### config.mk
export PLATFORM = sky130hd
export DESIGN_NAME = double_tap_gesture_detector
export DESIGN_NICKNAME = d
export VERILOG_FILES = /design/src/hw/rtl/dtgd_pkg.sv /design/src/hw/rtl/double_tap_gesture_detector.sv /design/src/hw/rtl/dtgd_front.sv /design/src/hw/rtl/dtgd_queue.sv /design/src/hw/rtl/dtgd_back.sv
export SDC_FILE = /design/constraint.sdc
export NUM_CORES = 1
export LEC_CHECK = 0
export BUFFER_PORTS_ARGS = -buffer_cell sky130_fd_sc_hd__buf_2
export CORE_MARGIN = 8
export CORE_UTILIZATION = 40
export DETAILED_ROUTE_END_ITERATION = 8
export PLACE_DENSITY = 0.65
export SYNTH_ARGS = -nofsm -noshare
export SYNTH_HDL_FRONTEND = slang
export SYNTH_SLANG_ARGS = --single-unit
### constraint.sdc
create_clock -name aclk -period 8.45 [get_ports aclk]
set_clock_uncertainty 0.2 [all_clocks]
set_input_delay 0.845 -clock aclk [delete_from_list [all_inputs] [get_ports aclk]]
set_output_delay 0.845 -clock aclk [all_outputs]
set_load 0.02 [all_outputs]
### src/hw/rtl/dtgd_pkg.sv
// Shared types and constants of the double-tap gesture detector.
// Depends on nothing; every other file of the block imports it.
package dtgd_pkg;

    localparam int TIME_BITS_DEFAULT   = 17;
    localparam int QUEUE_DEPTH_DEFAULT = 2;
    localparam int TERM_W              = 16;
    localparam logic [TERM_W-1:0] TERM_RESET = 16'd200;

    typedef enum logic [1:0] {
        CMD_KEY_EDGE  = 2'd0,
        CMD_OTHER_KEY = 2'd1,
        CMD_TICK      = 2'd2,
        CMD_SESS_RST  = 2'd3
    } cmd_t;

    typedef enum logic [2:0] {
        KIND_PASS    = 3'd0,
        KIND_SWALLOW = 3'd1,
        KIND_PRESS   = 3'd2,
        KIND_RELEASE = 3'd3,
        KIND_TOGGLE  = 3'd4
    } kind_t;

    typedef enum logic [4:0] {
        PH_IDLE        = 5'b00001,
        PH_FIRST_DOWN  = 5'b00010,
        PH_WAIT_SECOND = 5'b00100,
        PH_SECOND_DOWN = 5'b01000,
        PH_PASS_HELD   = 5'b10000
    } phase_t;

    // One queued group of results: count beats taken from kind0 upward.
    typedef struct packed {
        logic [1:0] count;
        kind_t      kind0;
        kind_t      kind1;
        kind_t      kind2;
    } entry_t;

endpackage

### src/hw/rtl/double_tap_gesture_detector.sv
// Top level of the double-tap gesture detector.
// Depends on dtgd_pkg, dtgd_front, dtgd_queue and dtgd_back.
//
// Watches one special key and turns a quick release-then-press into a
// manual-mode toggle. Each input beat is a special key edge (with the
// session-alive flag), another key event, a millisecond tick or a session
// reset. A first press is swallowed; a second press within the term followed
// by its release gives a toggle; a timeout, other key event or session reset
// replays the held press or the whole tap as press/release results; a held
// key then passes through until released. Each input beat yields zero to three
// result beats, the last one flagged by m_last. The front end takes one input
// beat per cycle while the result queue (QUEUE_DEPTH groups) has room, and a
// beat with no results never enters the queue. The back end drives one
// result beat per cycle while m_ready is high, as many beats as the group
// has results. An accepted group is written into the queue, and the back
// end then loads it into its own register before it drives the first
// result beat. The term register is written through cfg_we/cfg_wdata;
// the user must write it only while idle, as the block itself does not
// enforce this. It resets to 200 ms.
module double_tap_gesture_detector #(
    parameter int TIME_BITS   = dtgd_pkg::TIME_BITS_DEFAULT,
    parameter int QUEUE_DEPTH = dtgd_pkg::QUEUE_DEPTH_DEFAULT
) (
    input  logic                        aclk,
    input  logic                        aresetn,
    input  logic                        cfg_we,
    input  logic [dtgd_pkg::TERM_W-1:0] cfg_wdata,
    input  logic                        s_valid,
    output logic                        s_ready,
    input  logic [1:0]                  s_command,
    input  logic                        s_pressed,
    input  logic                        s_session_alive,
    output logic                        m_valid,
    input  logic                        m_ready,
    output logic [2:0]                  m_result_kind,
    output logic                        m_last
);
    import dtgd_pkg::*;

    logic [TERM_W-1:0] term_reg;
    logic              push, pop, q_not_empty, q_not_full;
    entry_t            push_entry, pop_entry;

    // Hold the double-tap term; write it only while the block is idle.
    always_ff @(posedge aclk) begin
        if (!aresetn) begin
            term_reg <= TERM_RESET;
        end else if (cfg_we) begin
            term_reg <= cfg_wdata;
        end
    end

    // Accept a new beat whenever the queue can take a result group.
    assign s_ready = q_not_full;

    dtgd_front #(
        .TIME_BITS (TIME_BITS)
    ) u_front (
        .aclk             (aclk),
        .aresetn          (aresetn),
        .in_valid         (s_valid),
        .in_ready         (s_ready),
        .in_command       (s_command),
        .in_pressed       (s_pressed),
        .in_session_alive (s_session_alive),
        .term             (term_reg),
        .push             (push),
        .push_entry       (push_entry)
    );

    dtgd_queue #(
        .DEPTH (QUEUE_DEPTH)
    ) u_queue (
        .aclk       (aclk),
        .aresetn    (aresetn),
        .push       (push),
        .push_entry (push_entry),
        .pop        (pop),
        .pop_entry  (pop_entry),
        .not_empty  (q_not_empty),
        .not_full   (q_not_full)
    );

    dtgd_back u_back (
        .aclk        (aclk),
        .aresetn     (aresetn),
        .q_not_empty (q_not_empty),
        .q_entry     (pop_entry),
        .q_pop       (pop),
        .out_valid   (m_valid),
        .out_ready   (m_ready),
        .out_kind    (m_result_kind),
        .out_last    (m_last)
    );

endmodule

### src/hw/rtl/dtgd_front.sv
// Front end: accepts input beats, runs the gesture state machine and tick timer,
// and classifies each beat into a group of results. Depends on dtgd_pkg.
module dtgd_front #(
    parameter int TIME_BITS = dtgd_pkg::TIME_BITS_DEFAULT
) (
    input  logic                        aclk,
    input  logic                        aresetn,
    input  logic                        in_valid,
    input  logic                        in_ready,
    input  logic [1:0]                  in_command,
    input  logic                        in_pressed,
    input  logic                        in_session_alive,
    input  logic [dtgd_pkg::TERM_W-1:0] term,
    output logic                        push,
    output dtgd_pkg::entry_t            push_entry
);
    import dtgd_pkg::*;

    localparam int CMP_W = (TIME_BITS > TERM_W) ? TIME_BITS : TERM_W;

    phase_t               phase_reg, phase_next;
    logic [TIME_BITS-1:0] time_reg, time_next, time_inc;
    logic [CMP_W-1:0]     time_cmp, inc_cmp, term_cmp;
    entry_t               ent;
    logic                 accept;

    assign accept   = in_valid && in_ready;
    assign time_inc = (time_reg == {TIME_BITS{1'b1}}) ? time_reg : time_reg + 1'b1;
    assign time_cmp = CMP_W'(time_reg);
    assign inc_cmp  = CMP_W'(time_inc);
    assign term_cmp = CMP_W'(term);

    always_comb begin
        phase_next = phase_reg;
        time_next  = time_reg;
        ent.count  = 2'd0;
        ent.kind0  = KIND_PASS;
        ent.kind1  = KIND_PASS;
        ent.kind2  = KIND_PASS;
        case (cmd_t'(in_command))
            CMD_KEY_EDGE: begin
                ent.count = 2'd1;
                if (phase_reg == PH_PASS_HELD) begin
                    if (!in_pressed) phase_next = PH_IDLE;
                end else if (!in_session_alive) begin
                    ent.kind0 = KIND_PASS;
                end else begin
                    case (phase_reg)
                        PH_IDLE: begin
                            if (in_pressed) begin
                                phase_next = PH_FIRST_DOWN;
                                time_next  = '0;
                                ent.kind0  = KIND_SWALLOW;
                            end
                        end
                        PH_FIRST_DOWN: begin
                            ent.kind0 = KIND_SWALLOW;
                            if (!in_pressed) begin
                                phase_next = PH_WAIT_SECOND;
                                time_next  = '0;
                            end
                        end
                        PH_WAIT_SECOND: begin
                            ent.kind0 = KIND_SWALLOW;
                            if (in_pressed) begin
                                if (time_cmp <= term_cmp) begin
                                    phase_next = PH_SECOND_DOWN;
                                end else begin
                                    // Late second press: replay the old tap first.
                                    ent.count  = 2'd3;
                                    ent.kind0  = KIND_PRESS;
                                    ent.kind1  = KIND_RELEASE;
                                    ent.kind2  = KIND_SWALLOW;
                                    phase_next = PH_FIRST_DOWN;
                                    time_next  = '0;
                                end
                            end
                        end
                        PH_SECOND_DOWN: begin
                            if (!in_pressed) begin
                                phase_next = PH_IDLE;
                                ent.kind0  = KIND_TOGGLE;
                            end else begin
                                ent.kind0 = KIND_SWALLOW;
                            end
                        end
                        default: begin
                            phase_next = PH_IDLE;
                        end
                    endcase
                end
            end
            CMD_TICK: begin
                time_next = time_inc;
                if (inc_cmp >= term_cmp) begin
                    if (phase_reg == PH_FIRST_DOWN) begin
                        ent.count  = 2'd1;
                        ent.kind0  = KIND_PRESS;
                        phase_next = PH_PASS_HELD;
                    end else if (phase_reg == PH_WAIT_SECOND) begin
                        ent.count  = 2'd2;
                        ent.kind0  = KIND_PRESS;
                        ent.kind1  = KIND_RELEASE;
                        phase_next = PH_IDLE;
                    end
                end
            end
            default: begin
                // Other key or session reset: flush; second press only on reset.
                if (phase_reg == PH_FIRST_DOWN) begin
                    ent.count  = 2'd1;
                    ent.kind0  = KIND_PRESS;
                    phase_next = PH_PASS_HELD;
                end else if (phase_reg == PH_WAIT_SECOND) begin
                    ent.count  = 2'd2;
                    ent.kind0  = KIND_PRESS;
                    ent.kind1  = KIND_RELEASE;
                    phase_next = PH_IDLE;
                end else if (phase_reg == PH_SECOND_DOWN &&
                             cmd_t'(in_command) == CMD_SESS_RST) begin
                    ent.count  = 2'd3;
                    ent.kind0  = KIND_PRESS;
                    ent.kind1  = KIND_RELEASE;
                    ent.kind2  = KIND_PRESS;
                    phase_next = PH_PASS_HELD;
                end
            end
        endcase
    end

    always_ff @(posedge aclk) begin
        if (!aresetn) begin
            phase_reg <= PH_IDLE;
            time_reg  <= '0;
        end else if (accept) begin
            phase_reg <= phase_next;
            time_reg  <= time_next;
        end
    end

    // Beats with no results never enter the queue.
    assign push       = accept && (ent.count != 2'd0);
    assign push_entry = ent;

endmodule

### src/hw/rtl/dtgd_queue.sv
// Short queue of result groups between the front and back ends.
// Depends on dtgd_pkg.
module dtgd_queue #(
    parameter int DEPTH = dtgd_pkg::QUEUE_DEPTH_DEFAULT
) (
    input  logic             aclk,
    input  logic             aresetn,
    input  logic             push,
    input  dtgd_pkg::entry_t push_entry,
    input  logic             pop,
    output dtgd_pkg::entry_t pop_entry,
    output logic             not_empty,
    output logic             not_full
);
    import dtgd_pkg::*;

    localparam int PW = (DEPTH > 1) ? $clog2(DEPTH) : 1;
    localparam int CW = $clog2(DEPTH + 1);

    entry_t         mem [DEPTH];
    logic [PW-1:0]  wr_ptr_reg, rd_ptr_reg;
    logic [CW-1:0]  cnt_reg;
    logic           do_push, do_pop;

    assign not_empty = (cnt_reg != '0);
    assign not_full  = (cnt_reg != CW'(DEPTH));
    assign do_push   = push && not_full;
    assign do_pop    = pop && not_empty;
    assign pop_entry = mem[rd_ptr_reg];

    always_ff @(posedge aclk) begin
        if (do_push) mem[wr_ptr_reg] <= push_entry;
    end

    always_ff @(posedge aclk) begin
        if (!aresetn) begin
            wr_ptr_reg <= '0;
            rd_ptr_reg <= '0;
            cnt_reg    <= '0;
        end else begin
            if (do_push)
                wr_ptr_reg <= (wr_ptr_reg == PW'(DEPTH - 1)) ? '0 : wr_ptr_reg + 1'b1;
            if (do_pop)
                rd_ptr_reg <= (rd_ptr_reg == PW'(DEPTH - 1)) ? '0 : rd_ptr_reg + 1'b1;
            if (do_push && !do_pop)
                cnt_reg <= cnt_reg + 1'b1;
            else if (do_pop && !do_push)
                cnt_reg <= cnt_reg - 1'b1;
        end
    end

endmodule

### src/hw/rtl/dtgd_back.sv
// Back end: takes result groups from the queue and sends them one beat at a
// time on the result channel. Depends on dtgd_pkg.
module dtgd_back (
    input  logic             aclk,
    input  logic             aresetn,
    input  logic             q_not_empty,
    input  dtgd_pkg::entry_t q_entry,
    output logic             q_pop,
    output logic             out_valid,
    input  logic             out_ready,
    output logic [2:0]       out_kind,
    output logic             out_last
);
    import dtgd_pkg::*;

    entry_t     ent_reg;
    logic [1:0] idx_reg;
    logic       busy_reg;
    logic       beat_done;

    assign out_valid = busy_reg;
    assign out_last  = (2'(idx_reg + 2'd1) == ent_reg.count);
    assign beat_done = busy_reg && out_ready;
    // Load a new group when idle or as the last beat of the current one leaves.
    assign q_pop     = q_not_empty && (!busy_reg || (beat_done && out_last));

    always_comb begin
        case (idx_reg)
            2'd0:    out_kind = ent_reg.kind0;
            2'd1:    out_kind = ent_reg.kind1;
            default: out_kind = ent_reg.kind2;
        endcase
    end

    always_ff @(posedge aclk) begin
        if (q_pop) ent_reg <= q_entry;
    end

    always_ff @(posedge aclk) begin
        if (!aresetn) begin
            busy_reg <= 1'b0;
            idx_reg  <= '0;
        end else if (q_pop) begin
            busy_reg <= 1'b1;
            idx_reg  <= '0;
        end else if (beat_done) begin
            if (out_last) begin
                busy_reg <= 1'b0;
                idx_reg  <= '0;
            end else begin
                idx_reg <= idx_reg + 2'd1;
            end
        end
    end

endmodule

==> metrics list <==
- The Yosys step of the flow raised 0 warnings.
- For this run, asynchronously set or reset flops after synthesis account for 0%.
- Master cell of the clock root buffer: sky130_fd_sc_hd__clkbuf_8
- Routability-driven placement finished with a final weighted congestion of 0.955.
* Fraction of layout cells with a size suffix above 1: 12.3%
* Number of antenna violations at the first check in global routing: 0
- In this run the tightest slew margin relative to its limit is 36.3%.
- Setup crit end kind: flop
- By area the synthesized netlist is led by sky130_fd_sc_hd__dfxtp_1 22%, sky130_fd_sc_hd__edfxtp_1 15%, sky130_fd_sc_hd__ha_1 11%.
- Number of nets with antenna violations after routing: 0
- The floorplan has 37 rows.
- CTS tree: yes
* Netlist area before placement: 4120 sq um
- The number of clock buffers added by TritonCTS is 9.
- After the last flow step, the layout net total stands at 551.
- Final HPWL from detailed placement: 7.05 mm
- Worst-case setup margin in the final layout: 3.75 ns
* Type of element launching the critical path: flop
- Hold is met by 0.296 ns.
* P per Cell Area: 195 nW/um^2
- Achievable Freq: 213 MHz
- Arrival time of data at the critical path endpoint: 4.49 ns
- Sinks on Clock Net: 66
- Total global-route track usage: 14.2%
- The largest single stage delay on the critical path is 0.57 ns.
* Die height: 118 microns
- The cell count after synthesis came out at 471.
* Vias after detailed routing: 3433
- Using the TritonRoute via totals, the vias-per-cell ratio works out to 5.44.
* Pre-Repair DR Iteration Count: 4
- CP Data Required Time: 8.24 ns
* Pre-CTS WS: 3.80 ns
- Cell at the slowest stage of the critical path: sky130_fd_sc_hd__nor2b_1
* Total number of H-tree levels: 3
- In the finished design, the share of the clock period the worst path needs comes to 55.6%.
- The register with the most flip-flops in the layout has 17 of them.
* Final hold vios: 0
* Number of ports placed on the die boundary: 31
* Post-synthesis register bit count: 66
- The multi-input combinational cells in the finished layout cover a total of 2410 sq um.
- Peak supply drop: 0.120 mV
* Top cell type's share of synthesized area: 21.9%
- The die is 118 microns wide.
- Largest net degree at the start of global routing: 29
- Subtracting the final worst setup slack from the clock period gives 4.70 ns.
- Setup repair after global routing missed its margin: no
- Count of final max-slew check failures: 0
* Crit Path Class: reg -> reg
- Once the clock tree was built, the setup fixing pass inserted 0 buffers.
* Wire length of the first global-routing pass: 16.4 mm
- The number of global-route vias before repair was 3323.
* Final Routed Wirelength: 9.56 mm
- The detailed router finished its first iteration with 261 violations.
- For the pin with the worst max-slew slack, the measured transition is 0.950 ns.
* N_diodes: 0
- For this configuration, the core starts out at a cell density of 40.5%.
- Yosys mapped a number of flops with a built-in enable equal to 21.
* Clk buf depth: 2
- Distinct cell type count of the synthesized netlist: 57
- The most used flip-flop cell after synthesis is sky130_fd_sc_hd__dfxtp_1.
* Synthesis-to-layout area growth: 11.6%
- Along the worst path, the maximum fanout reaches 8.
- Once the clock tree was built, the resizer swapped 0 gates to a different size.
* CP top delay family: simple AND/OR/NAND/NOR gates
- Floorplan core area: 10200 sq um
- The die covers 13800 sq um.
* Leakage: 1.89 nW
- Number of endpoints failing setup at the final stage: 0
* Number of non-filler instances in the completed layout: 631
- The number of placed instances, taps included, is 615.
- Each instance of the synthesized netlist takes up on average 8.75 sq um.
* Fraction of the core area covered by cells at the end of the flow: 45.2%
* Hold bufs inserted after CTS: 0
- Drt drc: 0
- The number of nets in the synthesized netlist is 532.
- Buffer and inverter count on the worst path: 0
- After routing, the total negative slack on setup checks comes to 0 ns.
- The run finished with clean final reports.
* Yosys top cell by area: sky130_fd_sc_hd__dfxtp_1
- Average wire per standard cell: 15.2 microns
- For the worst-skew pair, the clock arrives at the later sink with an insertion delay of 0.36 ns.
* Number of maximum-capacitance constraint violations: 0
- After clock tree synthesis, the clock-pin slew on the worst setup and hold paths is 0.07 ns.
- Portion of the post-synthesis area used by sequential elements: 37.1%
* Port buffer count: 30
- The min-delay analysis places its worst path in the category reg -> reg.
* Cells traversed along the worst timing path: ha_1 > nand4_1 > nor4_4 > nand2_1 > nand2b_1 > nor2_1 > and3_1 > xor2_1 > ha_1 > nand3_1 > nor4_1 > o41ai_1 > and3_1 > o22ai_1 > nor2b_1
- Flip-flop and latch area: 1530 sq um
- The filler cells instantiated in the layout total 1006.
* Overall overflow remaining after global route: 0
[cells in the mapped netlist (all sizes together) (14+ instances only)]
cell type   n
dfxtp      45
o21ai      23
clkbuf     18
mux2i      15
edfxtp     21
nand2      44
ha         36
nor2       45
nor3       14
nand3      27
a21oi      28
inv        24
[area by class of cell]
type / count / share of cell area (%)
multi-input cells: 359 / 52.5
clock buffers: 11 / 3.53
repair buffers: 30 / 3.26
well taps: 136 / 3.70
clock inverters: 5 / 1.79
flip-flops and latches: 66 / 33.3
inverters: 24 / 1.96
[power breakdown]
group | total [mW] | internal, mW | switching (mW)
logic | 0.187 | 0.0741 | 0.113
clock network | 0.324 | 0.193 | 0.131
registers | 0.385 | 0.365 | 0.0205
total | 0.897 | 0.632 | 0.265
[metrics by stage]
step / total power [mW] / instance area [sq um]
after CTS: 0.903 / 4600
after detailed placement: 0.580 / 4360
after global routing: 0.941 / 4600
final: 0.897 / 4600
after global placement: 0.574 / 4360
after floorplan: 0.527 / 4120
[layout by cell type, fill, tap and decap left out, drive strengths merged, types with 15 or more instances in the layout]
cell type / netlist / routed
nor2: 45 / 45
nand2: 44 / 44
ha: 36 / 36
o21ai: 23 / 23
buf: 4 / 30
dfxtp: 45 / 45
a21oi: 28 / 28
edfxtp: 21 / 21
mux2i: 15 / 15
nand3: 27 / 27
inv: 24 / 25
[per-layer routing]
| layer | part of all wire (%) | GRT usage (%) | routed length [microns] |
|---|---|---|---|
| met1 | 47 | 18.2 | 4490 |
| met2 | 47 | 22.8 | 4470 |
| met5 | 0 | 0 | 0 |
| met3 | 4.6 | 3.60 | 438 |
| met4 | 1.8 | 5.12 | 172 |
[worst register-to-register path, cell delays in order, from the launching register on]
cell and delay (ns):
sky130_fd_sc_hd__dfxtp_1 0.41, sky130_fd_sc_hd__ha_1 0.25, sky130_fd_sc_hd__nand4_1 0.17, sky130_fd_sc_hd__nor4_4 0.34, sky130_fd_sc_hd__nand2_1 0.18, sky130_fd_sc_hd__nand2b_1 0.30, sky130_fd_sc_hd__nor2_1 0.14, sky130_fd_sc_hd__and3_1 0.22
sky130_fd_sc_hd__xor2_1 0.14, sky130_fd_sc_hd__ha_1 0.29, sky130_fd_sc_hd__nand3_1 0.13, sky130_fd_sc_hd__nor4_1 0.30, sky130_fd_sc_hd__o41ai_1 0.11, sky130_fd_sc_hd__and3_1 0.26, sky130_fd_sc_hd__o22ai_1 0.32, sky130_fd_sc_hd__nor2b_1 0.57
[worst paths after layout]
path                  startpoint           endpoint  slack [ns]  cells past startpoint
min                 term_reg[11]       term_reg[11]        0.30                      2
max reg2reg  u_front.time_cmp[1]  u_queue.mem[0][7]        3.75                     15
max          u_front.time_cmp[1]  u_queue.mem[0][7]        3.75                     15
min reg2reg         term_reg[11]       term_reg[11]        0.30                      2
[logic make-up (layout without fill, tap and decap cells)]
| group | Yosys count | in the layout | synth area share (%) |
|---|---|---|---|
| xor gates and xnor gates | 22 | 22 | 4.67 |
| and+or+nand+nor | 183 | 183 | 22.2 |
| buffers and inverters | 46 | 70 | 4.40 |
| DFF | 66 | 66 | 37.1 |
| muxes | 23 | 23 | 5.83 |
| adders and majority gates | 36 | 36 | 10.9 |
| AOI/OAI and AO/OA | 95 | 95 | 14.8 |
(Power assumes the default switching activity.)
